===== src/design/ncr_pkg.sv =====
// shared constants and types for the numeric character reference decoder
package ncr_pkg;

  localparam int DecDigits = 8;
  localparam int HexDigits = 7;
  localparam int MaxOut    = 5;
  localparam int CodeW     = 28;
  localparam int CntW      = $clog2((DecDigits > HexDigits ? DecDigits : HexDigits) + 1);
  localparam int NumW      = $clog2(MaxOut + 1);

  typedef struct packed {
    logic [MaxOut-1:0][7:0] bytes;
    logic [NumW-1:0]        n;
  } burst_t;

endpackage


===== src/design/ncr_parse.sv =====
// reference parser: holds parse state and builds the output bytes for one request
module ncr_parse (
  input  logic          clk,
  input  logic          rst,
  input  logic          accept,
  input  logic [7:0]    in_byte,
  input  logic          end_of_stream,
  output ncr_pkg::burst_t burst
);

  typedef enum logic [2:0] {
    MODE_PLAIN,
    MODE_AMP,
    MODE_HASH,
    MODE_DEC,
    MODE_HEX
  } mode_t;

  localparam logic [7:0] ChAmp  = 8'h26;
  localparam logic [7:0] ChHash = 8'h23;
  localparam logic [7:0] ChSemi = 8'h3b;
  localparam logic [7:0] ChZero = 8'h30;
  localparam logic [7:0] ChUpX  = 8'h58;

  mode_t                     mode;
  mode_t                     mode_next;
  logic [ncr_pkg::CodeW-1:0] code;
  logic [ncr_pkg::CodeW-1:0] code_next;
  logic [ncr_pkg::CntW-1:0]  cnt;
  logic [ncr_pkg::CntW-1:0]  cnt_next;
  logic [7:0]                marker;
  logic [7:0]                marker_next;

  logic [3:0][7:0]           enc_bytes;
  logic [ncr_pkg::NumW-1:0]  enc_len;
  logic [3:0][7:0]           pre_bytes;
  logic [ncr_pkg::NumW-1:0]  pre_len;
  logic                      fall;
  logic                      add_plain;
  logic                      eos;
  logic                      is_d;
  logic                      is_h;
  logic                      zero_hold;
  logic [3:0]                dval;
  logic [3:0]                hval;
  logic [ncr_pkg::CodeW-1:0] code_x10;

  function automatic logic f_is_dec(input logic [7:0] b);
    return (b >= 8'h30) && (b <= 8'h39);
  endfunction

  function automatic logic f_is_hex(input logic [7:0] b);
    logic [7:0] u;
    u = b & 8'hdf;
    return f_is_dec(b) || ((u >= 8'h41) && (u <= 8'h46));
  endfunction

  function automatic logic [3:0] f_hex_val(input logic [7:0] b);
    logic [7:0] t;
    if (f_is_dec(b)) begin
      t = b - 8'h30;
    end else begin
      t = (b | 8'h20) - 8'h61 + 8'd10;
    end
    return t[3:0];
  endfunction

  // utf-8 form of the held code point, or the replacement character ef bf bd above 0x10ffff
  always_comb begin
    enc_bytes = '0;
    enc_len   = '0;
    if (code > ncr_pkg::CodeW'(32'h10ffff)) begin
      enc_bytes[0] = 8'hef;
      enc_bytes[1] = 8'hbf;
      enc_bytes[2] = 8'hbd;
      enc_len      = ncr_pkg::NumW'(3);
    end else if (code <= ncr_pkg::CodeW'(32'h7f)) begin
      enc_bytes[0] = code[7:0];
      enc_len      = ncr_pkg::NumW'(1);
    end else if (code <= ncr_pkg::CodeW'(32'h7ff)) begin
      enc_bytes[0] = 8'hc0 | {3'b000, code[10:6]};
      enc_bytes[1] = 8'h80 | {2'b00, code[5:0]};
      enc_len      = ncr_pkg::NumW'(2);
    end else if (code <= ncr_pkg::CodeW'(32'hffff)) begin
      enc_bytes[0] = 8'he0 | {4'h0, code[15:12]};
      enc_bytes[1] = 8'h80 | {2'b00, code[11:6]};
      enc_bytes[2] = 8'h80 | {2'b00, code[5:0]};
      enc_len      = ncr_pkg::NumW'(3);
    end else begin
      enc_bytes[0] = 8'hf0 | {5'b00000, code[20:18]};
      enc_bytes[1] = 8'h80 | {2'b00, code[17:12]};
      enc_bytes[2] = 8'h80 | {2'b00, code[11:6]};
      enc_bytes[3] = 8'h80 | {2'b00, code[5:0]};
      enc_len      = ncr_pkg::NumW'(4);
    end
  end

  assign eos       = end_of_stream;
  assign is_d      = f_is_dec(in_byte);
  assign is_h      = f_is_hex(in_byte);
  assign dval      = in_byte[3:0];
  assign hval      = f_hex_val(in_byte);
  assign zero_hold = (cnt == ncr_pkg::CntW'(1)) && (code == '0) && (in_byte == ChZero);
  assign code_x10  = (code << 3) + (code << 1);

  always_comb begin
    mode_next   = mode;
    code_next   = code;
    cnt_next    = cnt;
    marker_next = marker;
    pre_bytes   = '0;
    pre_len     = '0;
    fall        = 1'b0;
    unique case (mode)
      MODE_AMP: begin
        if (!eos && in_byte == ChHash) begin
          mode_next = MODE_HASH;
        end else begin
          pre_bytes[0] = ChAmp;
          pre_len      = ncr_pkg::NumW'(1);
          mode_next    = MODE_PLAIN;
          fall         = 1'b1;
        end
      end
      MODE_HASH: begin
        if (!eos && (in_byte & 8'hdf) == ChUpX) begin
          marker_next = in_byte;
          code_next   = '0;
          cnt_next    = '0;
          mode_next   = MODE_HEX;
        end else if (!eos && is_d) begin
          code_next = ncr_pkg::CodeW'(dval);
          cnt_next  = ncr_pkg::CntW'(1);
          mode_next = MODE_DEC;
        end else begin
          pre_bytes[0] = ChAmp;
          pre_bytes[1] = ChHash;
          pre_len      = ncr_pkg::NumW'(2);
          mode_next    = MODE_PLAIN;
          fall         = 1'b1;
        end
      end
      MODE_DEC: begin
        if (!eos && is_d) begin
          if (!zero_hold && cnt < ncr_pkg::CntW'(ncr_pkg::DecDigits)) begin
            code_next = code_x10 + ncr_pkg::CodeW'(dval);
            cnt_next  = cnt + ncr_pkg::CntW'(1);
          end
        end else begin
          pre_bytes = enc_bytes;
          pre_len   = enc_len;
          mode_next = MODE_PLAIN;
          fall      = !(!eos && in_byte == ChSemi);
        end
      end
      MODE_HEX: begin
        if (!eos && is_h) begin
          if (!zero_hold && cnt < ncr_pkg::CntW'(ncr_pkg::HexDigits)) begin
            code_next = {code[ncr_pkg::CodeW-5:0], hval};
            cnt_next  = cnt + ncr_pkg::CntW'(1);
          end
        end else begin
          mode_next = MODE_PLAIN;
          if (cnt == '0) begin
            pre_bytes[0] = ChAmp;
            pre_bytes[1] = ChHash;
            pre_bytes[2] = marker;
            pre_len      = ncr_pkg::NumW'(3);
            fall         = 1'b1;
          end else begin
            pre_bytes = enc_bytes;
            pre_len   = enc_len;
            fall      = !(!eos && in_byte == ChSemi);
          end
        end
      end
      default: begin
        mode_next = MODE_PLAIN;
        fall      = 1'b1;
      end
    endcase

    add_plain = 1'b0;
    if (fall) begin
      if (eos) begin
        mode_next   = MODE_PLAIN;
        code_next   = '0;
        cnt_next    = '0;
        marker_next = '0;
      end else if (in_byte == ChAmp) begin
        mode_next = MODE_AMP;
        code_next = '0;
        cnt_next  = '0;
      end else begin
        add_plain = 1'b1;
      end
    end

    burst.bytes = '0;
    for (int i = 0; i < 4; i++) begin
      burst.bytes[i] = pre_bytes[i];
    end
    for (int i = 0; i < ncr_pkg::MaxOut; i++) begin
      if (add_plain && ncr_pkg::NumW'(i) == pre_len) begin
        burst.bytes[i] = in_byte;
      end
    end
    burst.n = pre_len + ncr_pkg::NumW'(add_plain);
  end

  always_ff @(posedge clk) begin
    if (rst) begin
      mode   <= MODE_PLAIN;
      code   <= '0;
      cnt    <= '0;
      marker <= '0;
    end else if (accept) begin
      mode   <= mode_next;
      code   <= code_next;
      cnt    <= cnt_next;
      marker <= marker_next;
    end
  end

endmodule


===== src/design/numeric_char_ref_to_utf8_top.sv =====
// numeric character reference to utf-8 decoder, top level with output byte register
// the first byte of a request shows on the output in the cycle after the request is accepted
// throughput: one request per cycle while each yields at most one byte and rsp_stall is low; a
//   request that yields k bytes (up to 5) holds the output register until its last byte drains,
//   set by the single output byte register that drains one byte per cycle unless stalled
// reset: synchronous, clears parse state and drops any bytes not yet delivered
module numeric_char_ref_to_utf8_top (
  input  logic       clk,
  input  logic       rst,
  input  logic       req_valid,
  output logic       req_stall,
  input  logic [7:0] in_byte,
  input  logic       end_of_stream,
  output logic       rsp_valid,
  input  logic       rsp_stall,
  output logic [7:0] out_byte,
  output logic       last_of_run
);

  ncr_pkg::burst_t                     burst;
  logic [ncr_pkg::MaxOut-1:0][7:0]     held;
  logic [ncr_pkg::NumW-1:0]            rem;
  logic                                req_acc;
  logic                                rsp_acc;
  logic                                draining;

  assign rsp_valid   = (rem != '0);
  assign out_byte    = held[0];
  assign last_of_run = (rem == ncr_pkg::NumW'(1));
  assign rsp_acc     = rsp_valid && !rsp_stall;
  assign draining    = last_of_run && !rsp_stall;
  assign req_stall   = rsp_valid && !draining;
  assign req_acc     = req_valid && !req_stall;

  ncr_parse u_parse (
    .clk           (clk),
    .rst           (rst),
    .accept        (req_acc),
    .in_byte       (in_byte),
    .end_of_stream (end_of_stream),
    .burst         (burst)
  );

  always_ff @(posedge clk) begin
    if (rst) begin
      rem <= '0;
    end else if (req_acc && burst.n != '0) begin
      rem <= burst.n;
    end else if (rsp_acc) begin
      rem <= rem - ncr_pkg::NumW'(1);
    end
  end

  always_ff @(posedge clk) begin
    if (req_acc && burst.n != '0) begin
      held <= burst.bytes;
    end else if (rsp_acc) begin
      held <= held >> 8;
    end
  end

  a_no_overrun: assert property (@(posedge clk) disable iff (rst)
    req_acc |-> (!rsp_valid || (last_of_run && rsp_acc)))
    else $error("request taken while earlier bytes still pending");

  a_rem_bound: assert property (@(posedge clk) disable iff (rst)
    rem <= ncr_pkg::NumW'(ncr_pkg::MaxOut))
    else $error("pending byte count out of range");

  a_drain_step: assert property (@(posedge clk) disable iff (rst)
    (rsp_acc && rem > ncr_pkg::NumW'(1)) |=> (rem == $past(rem) - ncr_pkg::NumW'(1)))
    else $error("pending byte count did not step down");

  a_reset_empty: assert property (@(posedge clk)
    $past(rst) |-> !rsp_valid)
    else $error("output valid right after reset");

endmodule


===== config.mk =====
export PLATFORM = sky130hd
export DESIGN_NAME = numeric_char_ref_to_utf8_top
export DESIGN_NICKNAME = d
export VERILOG_FILES = /design/src/design/ncr_pkg.sv /design/src/design/ncr_parse.sv /design/src/design/numeric_char_ref_to_utf8_top.sv
export SDC_FILE = /design/constraint.sdc
export NUM_CORES = 1
export LEC_CHECK = 0
export BUFFER_PORTS_ARGS = -buffer_cell sky130_fd_sc_hd__buf_2
export CORE_MARGIN = 4
export CORE_UTILIZATION = 45
export DETAILED_ROUTE_END_ITERATION = 8
export GPL_ROUTABILITY_DRIVEN = 0
export SLEW_MARGIN = 15
export SYNTH_ARGS = -nofsm -noshare
export SYNTH_HDL_FRONTEND = slang
export SYNTH_HIERARCHICAL = 1
export SYNTH_SLANG_ARGS = --single-unit

===== constraint.sdc =====
create_clock -name clk -period 12.45 [get_ports clk]
set_clock_uncertainty 0.15 [all_clocks]
set_input_delay 1.245 -clock clk [delete_from_list [all_inputs] [get_ports clk]]
set_output_delay 1.245 -clock clk [all_outputs]
set_load 0.1 [all_outputs]

Yosys cells after proc, flatten, opt, wreduce, memory -nomap -nowiden
Index checks and enable logic that the tools add are counted.
{"block": "word_totals", "register_bits": 86, "output_inout_bits": 11, "wordCells": 165}
{"block": "op_classes", "addsub": 8, "order_cmp": 10, "n_eq_ne": 15, "mux": 88, "reduce_logical": 34}
{"operator": "$mux W28", "count": 9}
{"operator": "$mux W24", "count": 7}
{"operator": "$mux W8", "count": 13}
{"operator": "$pmux W28 S3", "count": 1}
{"operator": "$mux W16", "count": 5}
{"operator": "$mux W40", "count": 2}
{"operator": "$mux W32", "count": 2}
{"operator": "$mux W3", "count": 16}
{"operator": "$mux W4", "count": 10}
{"operator": "$eq A8 B6 Y1 const B", "count": 4}
{"operator": "$pmux W16 S2", "count": 1}
{"operator": "$pmux W8 S4", "count": 1}
{"operator": "$add A28 B28 Y28", "count": 1}
{"operator": "$add A28 B4 Y28", "count": 1}
{"operator": "$gt A28 B21 Y1 const B", "count": 1}
{"operator": "$le A28 B11 Y1 const B", "count": 1}
{"operator": "$le A28 B16 Y1 const B", "count": 1}
{"operator": "$le A28 B7 Y1 const B", "count": 1}
{"operator": "$logic_not A28 Y1", "count": 1}
{"operator": "$pmux W3 S4", "count": 2}
{"operator": "$pmux W8 S3", "count": 1}
{"operator": "$mux W22", "count": 1}
{"operator": "$logic_and A1 B1 Y1", "count": 21}
{"operator": "$mux W14", "count": 1}
{"operator": "other kinds (30)", "count": 51}

Depth between registers and ports, before layout
Gate-level depths: netlist of the first run.
{"block": "depth", "ltp_word": 16, "mapped_depth": 17}

By module
Netlist of the first run, hierarchy kept.
{"module": "ncr_parse", "instances": 1, "cells_per_inst": 679, "area_each_um2": 5094.9}
{"module": "numeric_char_ref_to_utf8_top", "instances": 1, "cells_per_inst": 127, "area_each_um2": 2168.3}

Worst setup path after synthesis of the first run
No wires, ideal clock.
{"block": "synth_path", "kind": "input-to-reg", "from": "input in_byte[0]", "to": "register held[10] (netlist bit) (enable)", "arrival_time_ns": 4.820, "required_time_ns": 11.920, "slack_ns": 7.100, "cell_stages": 15, "path_cell_list": "clkbuf_1 > inv_1 > ha_1 > o21bai_2 > a211oi_4 > nor2_1 > or3_4 > o31a_4 > buf_6 > ha_1 > ha_1 > xnor2_1 > nor3_1 > nor2_1 > or2_2"}
{"element": "from (decl)", "line": "numeric_char_ref_to_utf8_top.sv:12", "text": "input logic [7:0] in_byte,"}
{"element": "to (signal assigned)", "line": "numeric_char_ref_to_utf8_top.sv:56", "text": "held <= burst.bytes;"}
{"element": "to (signal assigned)", "line": "numeric_char_ref_to_utf8_top.sv:58", "text": "held <= held >> 8;"}
{"element": "to (decl)", "line": "numeric_char_ref_to_utf8_top.sv:21", "text": "logic [ncr_pkg::MaxOut-1:0][7:0] held;"}

==> results.sh, run 1 <==
export IMPL_grt_pass1_wl_um=33200
export IMPL_finalPower_mw=1.31
export IMPL_h_tree_depth=3
export IMPL_slew_headroom_pct=29.1
export IMPL_ys_types=94
export IMPL_maxSlewViolCount=0
export IMPL_cp_arrival_ps=5580
export IMPL_core_rowCount=46
export IMPL_grtUsageMet2_pct=35.8
export IMPL_viasPerCell=6.23
export IMPL_top_usage_layer="met2"
export IMPL_yosys_warnings=6
export IMPL_ir_worst_vdd_mv=0.206
export IMPL_syn_area_mm2=0.00726
export IMPL_ios=24
export IMPL_p_int_mw=0.770
export IMPL_antenna_found_initial=0
export IMPL_drive_above_1_share_pct=13.4
export IMPL_max_freq_ghz=0.178
export IMPL_syn_inst=806
export IMPL_hp_class="flop to flop"
export IMPL_p_comb_share_pct=46.2
export IMPL_post_cts_setup_buffers=0
export IMPL_cap_violations=0
export IMPL_power_frac_seq_pct=33.8
export IMPL_worst_slack_ps=6820
export IMPL_path_buf_inv=2
export IMPL_cts_root_buf="clkbuf_16"
export IMPL_holdWs_ps=332
export IMPL_place_area_mm2=0.00736
export IMPL_cp_required_ps=12400
export IMPL_dr_pass1_iters=5
export IMPL_dp_cells=998
export IMPL_p_clk_share_pct=20.1
export IMPL_period_share_pct=45.2
export IMPL_die_h_um=135
export IMPL_gr_total_overflow=0
export IMPL_use_met1_pct=32.7
export IMPL_hpwlAfterDp_um=15000
export IMPL_cts_sinks=86
export IMPL_syn_avg_cell_area_um2=9.01
export IMPL_swShare_pct=41.0
export IMPL_worstPathCellList="buf_2, inv_1, ha_1, o21bai_2, a211oi_4, nor2_1, or3_4, o31a_4, ha_1, ha_1, nor3_1, nand2b_2, mux2_2"
export IMPL_antenna_left=0
export IMPL_cts_buffers=9
export IMPL_cp_max_fo=32
export IMPL_dieWidth_um=135
export IMPL_power_leakage_nw=3.24
export IMPL_diodes=0
export IMPL_track_usage_pct=22.9
export IMPL_synth_async_reset_ratio_pct=0
export IMPL_ys_flop_type="dfxtp_1"
export IMPL_yosys_register_bits=86
export IMPL_fin_setup_tns_ps=0
export IMPL_syn_num_nets=883
export IMPL_clk_path_buf_depth=2
export IMPL_clk_pin_slew_worst_paths_ps=60
export IMPL_grt_max_degree=41
export IMPL_io_buffers=23
export IMPL_fin_cells=1014
export IMPL_die_area_mm2=0.0182
export IMPL_start_kind="primary input"
export IMPL_initial_utilization_pct=45.9
export IMPL_slowest_stage="nand2b_2"
export IMPL_wl_per_cell_um=20.1
export IMPL_insertion_delay_ps=360
export IMPL_synth_edf_count=40
export IMPL_cts_resized_gates=0
export IMPL_worst_pin_slew_ps=1060
export IMPL_path_common_cell="ha_1"
export IMPL_area_growth_pct=5.31
export IMPL_end_kind="flop"
export IMPL_slowest_delay_ps=880
export IMPL_met3_usage_pct=3.76
export IMPL_cpLargestDelayFamily="simple AND/OR/NAND/NOR gates"
export IMPL_final_area_mm2=0.00765
export IMPL_synth_seq_area_share_pct=29.2
export IMPL_crit_type="primary input to flop"
export IMPL_finalHoldViolCount=0
export IMPL_drc=0
export IMPL_powerDensity_mw_per_mm2=171
export IMPL_finalSetupViolations=0
export IMPL_tritoncts="built"
export IMPL_switchingPower_mw=0.535
export IMPL_final_common_cell="nand2_1"
export IMPL_coreArea_mm2=0.0158
export IMPL_rsz0062_at_grt="false"
export IMPL_period_needed_ps=5630
export IMPL_ctsHoldBuffers=0
export IMPL_nets=870
export IMPL_wirelength_um=20300
export IMPL_fin_util_pct=48.3
export IMPL_grt_pass1_vias=6088
export IMPL_outcome="completed"
export IMPL_final_cell_mix="69 x nand2_1, 64 x nor2_1, 62 x ha_1, 62 x o21ai_0, 49 x a21oi_1"
export IMPL_vias=6318
export IMPL_preCtsSetupSlack_ps=6510
export IMPL_drt_iter0_drc=677
## cell families (layout without fill, tap and decap cells)
| group | count (synthesis) | in the layout | synth area share (%) |
|---|---|---|---|
| AND/OR/NAND/NOR | 267 | 267 | 19.3 |
| adder cells (fa/ha/maj) | 64 | 64 | 11.2 |
| XOR/XNOR | 24 | 24 | 2.89 |
| AO/OA/AOI/OAI | 258 | 258 | 24.9 |
| multiplexers | 36 | 36 | 7.18 |
| flip-flops | 86 | 86 | 29.2 |
| buffers and inverters | 71 | 63 | 5.27 |
## layer usage
metal	share of wire (%)	up-vias
met3	6.9	34
met2	45	259
met4	1.7	0
met5	0	-
met1	46	2989
li1	-	3036
## final timing paths
| kind | from | to | cells after the start | slack (ps) |
|---|---|---|---|---|
| worst min register to register | u_parse/cnt[1] | u_parse/cnt[1] | 2 | 330 |
| worst max register to register | u_parse/code[21] | out_byte[0] | 10 | 7560 |
| worst max-delay path | in_byte[0] | out_byte[0] | 13 | 6820 |
| worst min-delay path | u_parse/cnt[1] | u_parse/cnt[1] | 2 | 330 |
## area by class of cell
type	count	area, um^2
Multi-Input combinational cell	649	4760
Fill cell	1493	8180
Inverter	23	88.8
Sequential cell	86	2120
Timing Repair Buffer	24	123
Clock buffer	10	239
Clock inverter	6	45.0
Tap cell	216	270
## worst min-delay path: cells and delay by family (launching register included)
family / cells / cell delay, ps
simple gates: 2 / 100
flops: 1 / 330
## state kept, by name, indices dropped and copies added, names as in the netlist
register / cells
u_parse/code: 28
out_byte: 8
rem: 3
u_parse/cnt: 4
u_parse/marker: 8
u_parse/mode: 3
held: 32
## cell usage after synthesis, drive strengths merged (4+ instances only)
| cell type | n | area (um^2) |
|---|---|---|
| o21a | 6 | 45.0 |
| and2 | 14 | 92.6 |
| nand3 | 20 | 113 |
| or2 | 5 | 31.3 |
| nor4 | 9 | 56.3 |
| or3 | 4 | 30.0 |
| a22oi | 18 | 135 |
| a211oi | 14 | 130 |
| nor2b | 6 | 47.5 |
| o211ai | 5 | 37.5 |
| inv | 23 | 88.8 |
| o22ai | 5 | 31.3 |
| a21o | 11 | 82.6 |
| and3 | 13 | 81.3 |
| o21ai | 65 | 337 |
| nor3 | 20 | 116 |
| a21oi | 51 | 270 |
| or4 | 6 | 45.0 |
| a22o | 6 | 52.6 |
| edfxtp | 40 | 1200 |
| a211o | 7 | 62.6 |
| o32ai | 4 | 42.6 |
| a221o | 18 | 181 |
| a31oi | 12 | 75.1 |
| o2bb2ai | 5 | 43.8 |
| nand2 | 71 | 272 |
| clkbuf | 27 | 101 |
| a21boi | 4 | 30.0 |
| ha | 62 | 776 |
| dfxtp | 46 | 921 |
| nand4 | 6 | 37.5 |
| nor2 | 65 | 244 |
| xnor2 | 16 | 140 |
| nand2b | 12 | 77.6 |
| mux2 | 36 | 522 |
| buf | 21 | 193 |
| xor2 | 8 | 70.1 |
| a221oi | 4 | 35.0 |
## power by group through the flow
stage	Combinational [mW]	Clock [mW]	Sequential, mW
6_report	0.603	0.262	0.441
5_1_grt	0.645	0.280	0.451
4_1_cts	0.604	0.270	0.443
3_5_place_dp	0.602	0	0.449
3_3_place_gp	0.595	0	0.447
2_1_floorplan	0.545	0	0.438
No activity file was read; power rests on OpenSTA's default activity.
==> run 2: changes to the inputs <==
clock period = 4.8 ns   (was 12.45 ns; I/O delays follow)
==> results.sh, run 2 (synthesis gave the netlist of run 1 again) <==
export IMPL_cts_root_buf="clkbuf_16"
export IMPL_regMostFlops="held"
export IMPL_h_tree_depth=3
export IMPL_track_usage_pct=22.9
export IMPL_core_rowCount=46
export IMPL_insertion_delay_ps=360
export IMPL_clk_pin_slew_worst_paths_ps=60
export IMPL_cp_max_fo=40
export IMPL_cts_buffers=9
export IMPL_largest_reg_flops=32
export IMPL_cp_arrival_ps=4210
export IMPL_r2r_cells=11
export IMPL_min_delay_start="u_parse/marker[4]"
export IMPL_powerDensity_mw_per_mm2=441
export IMPL_outcome="completed"
export IMPL_area_growth_pct=7.67
export IMPL_cp_required_ps=4630
export IMPL_coreArea_mm2=0.0158
export IMPL_drive_above_1_share_pct=15.7
export IMPL_dieWidth_um=135
export IMPL_preCtsSetupSlack_ps=88.9
export IMPL_finalPower_mw=3.45
export IMPL_finalSetupViolations=0
export IMPL_vias=6503
export IMPL_clk_path_buf_depth=2
export IMPL_final_area_mm2=0.00782
export IMPL_period_share_pct=91.2
export IMPL_cts_sinks=86
export IMPL_die_area_mm2=0.0182
export IMPL_hp_class="flop to flop"
export IMPL_crit_type="primary input to flop"
export IMPL_r2r_end="out_byte[2]"
export IMPL_grt_pass1_wl_um=33100
export IMPL_max_freq_ghz=0.228
export IMPL_initial_utilization_pct=45.9
export IMPL_die_h_um=135
export IMPL_fin_setup_tns_ps=0
export IMPL_ctsHoldBuffers=0
export IMPL_min_path_cells=1
export IMPL_slowest_stage="or2_2"
export IMPL_place_area_mm2=0.00753
export IMPL_end_kind="flop"
export IMPL_gr_total_overflow=0
export IMPL_worst_slack_ps=423
export IMPL_dr_pass1_iters=5
export IMPL_cap_violations=0
export IMPL_cpLargestDelayFamily="simple AND/OR/NAND/NOR gates"
export IMPL_drc=0
export IMPL_path_buf_inv=2
export IMPL_maxSlewViolCount=0
export IMPL_viasPerCell=6.28
export IMPL_ir_worst_vdd_mv=0.455
export IMPL_wirelength_um=20800
export IMPL_reg_top3="held (32), u_parse/code (28)"
export IMPL_r2r_start="u_parse/code[9]"
export IMPL_cts_resized_gates=0
export IMPL_grt_pass1_vias=6204
export IMPL_timing_reg2reg_setup_slack_ps=540
export IMPL_antenna_found_initial=0
export IMPL_slowest_delay_ps=730
export IMPL_tritoncts="built"
export IMPL_whs_endpoint="u_parse/marker[4]"
export IMPL_fin_cells=1036
export IMPL_diodes=0
export IMPL_period_needed_ps=4380
export IMPL_post_cts_setup_buffers=0
export IMPL_fill_cells=1492
export IMPL_worstPathCellList="buf_2, inv_1, ha_1, o21bai_2, a211oi_4, nor2_1, or3_4, o31a_4, ha_1, ha_1, xnor2_1, nor3_1, nor2_1, or2_2"
export IMPL_fin_util_pct=49.4
export IMPL_final_cell_mix="69 x nand2_1, 65 x nor2_1, 62 x ha_1, 62 x o21ai_0, 49 x a21oi_1"
export IMPL_antenna_left=0
export IMPL_wl_per_cell_um=20.1
export IMPL_path_common_cell="ha_1"
export IMPL_power_leakage_nw=3.36
export IMPL_start_kind="primary input"
export IMPL_drt_iter0_drc=607
export IMPL_rsz0062_at_grt="false"
export IMPL_dp_cells=1020
export IMPL_hpwlAfterDp_um=15500
export IMPL_grt_max_degree=41
export IMPL_final_common_cell="nand2_1"
export IMPL_slew_headroom_pct=29.7
export IMPL_ios=24
export IMPL_worst_pin_slew_ps=1060
export IMPL_holdWs_ps=320
export IMPL_finalHoldViolCount=0
export IMPL_io_buffers=23
export IMPL_nets=892
==> run 2: power by group <==
part	switching, mW	internal [mW]
combinational	1.03	0.572
sequential	0.0621	1.08
clock	0.328	0.374
total	1.42	2.03
==> run 2: per-layer routing <==
| layer | GRT usage [%] | vias to the layer above | routed length (um) |
|---|---|---|---|
| met5 | 0 | - | 0 |
| met4 | 8.23 | 0 | 503 |
| met3 | 3.65 | 43 | 1360 |
| met2 | 36.2 | 258 | 9620 |
| met1 | 31.6 | 3138 | 9300 |
| li1 | - | 3064 | - |
==> run 2: how the worst max path moves through the flow <==
stage / startpoint / endpoint / slack, ps / depth (start not counted)
final: in_byte[0] / out_byte[2] / 420 / 14
after global routing: in_byte[0] / out_byte[2] / 150 / 14
after CTS: in_byte[0] / out_byte[2] / 460 / 14
after detailed placement: in_byte[0] / out_byte[2] / 90 / 14
after global placement: in_byte[0] / out_byte[3] / 310 / 14
after floorplan: in_byte[0] / held[10] / 220 / 15
==> run 2: worst reg2reg max path: stages (launching register included) <==
cell,delay (ps)
dfxtp_1,420
or4_1,560
nor3_1,340
nand2_1,260
and2_4,260
a21oi_2,270
inv_2,140
ha_1,230
xnor2_1,260
nor3_1,100
nor2_1,120
or2_2,730
==> run 2: layout make-up <==
class                           count  area (um^2)  share of cell area, %
Clock inverter                      6         53.8                  0.688
Clock buffer                       10          239                   3.06
Multi-Input combinational cell    649         4760                   60.8
Inverter                           23         88.8                   1.14
Timing Repair Buffer               46          288                   3.68
Sequential cell                    86         2120                   27.1
Tap cell                          216          270                   3.46
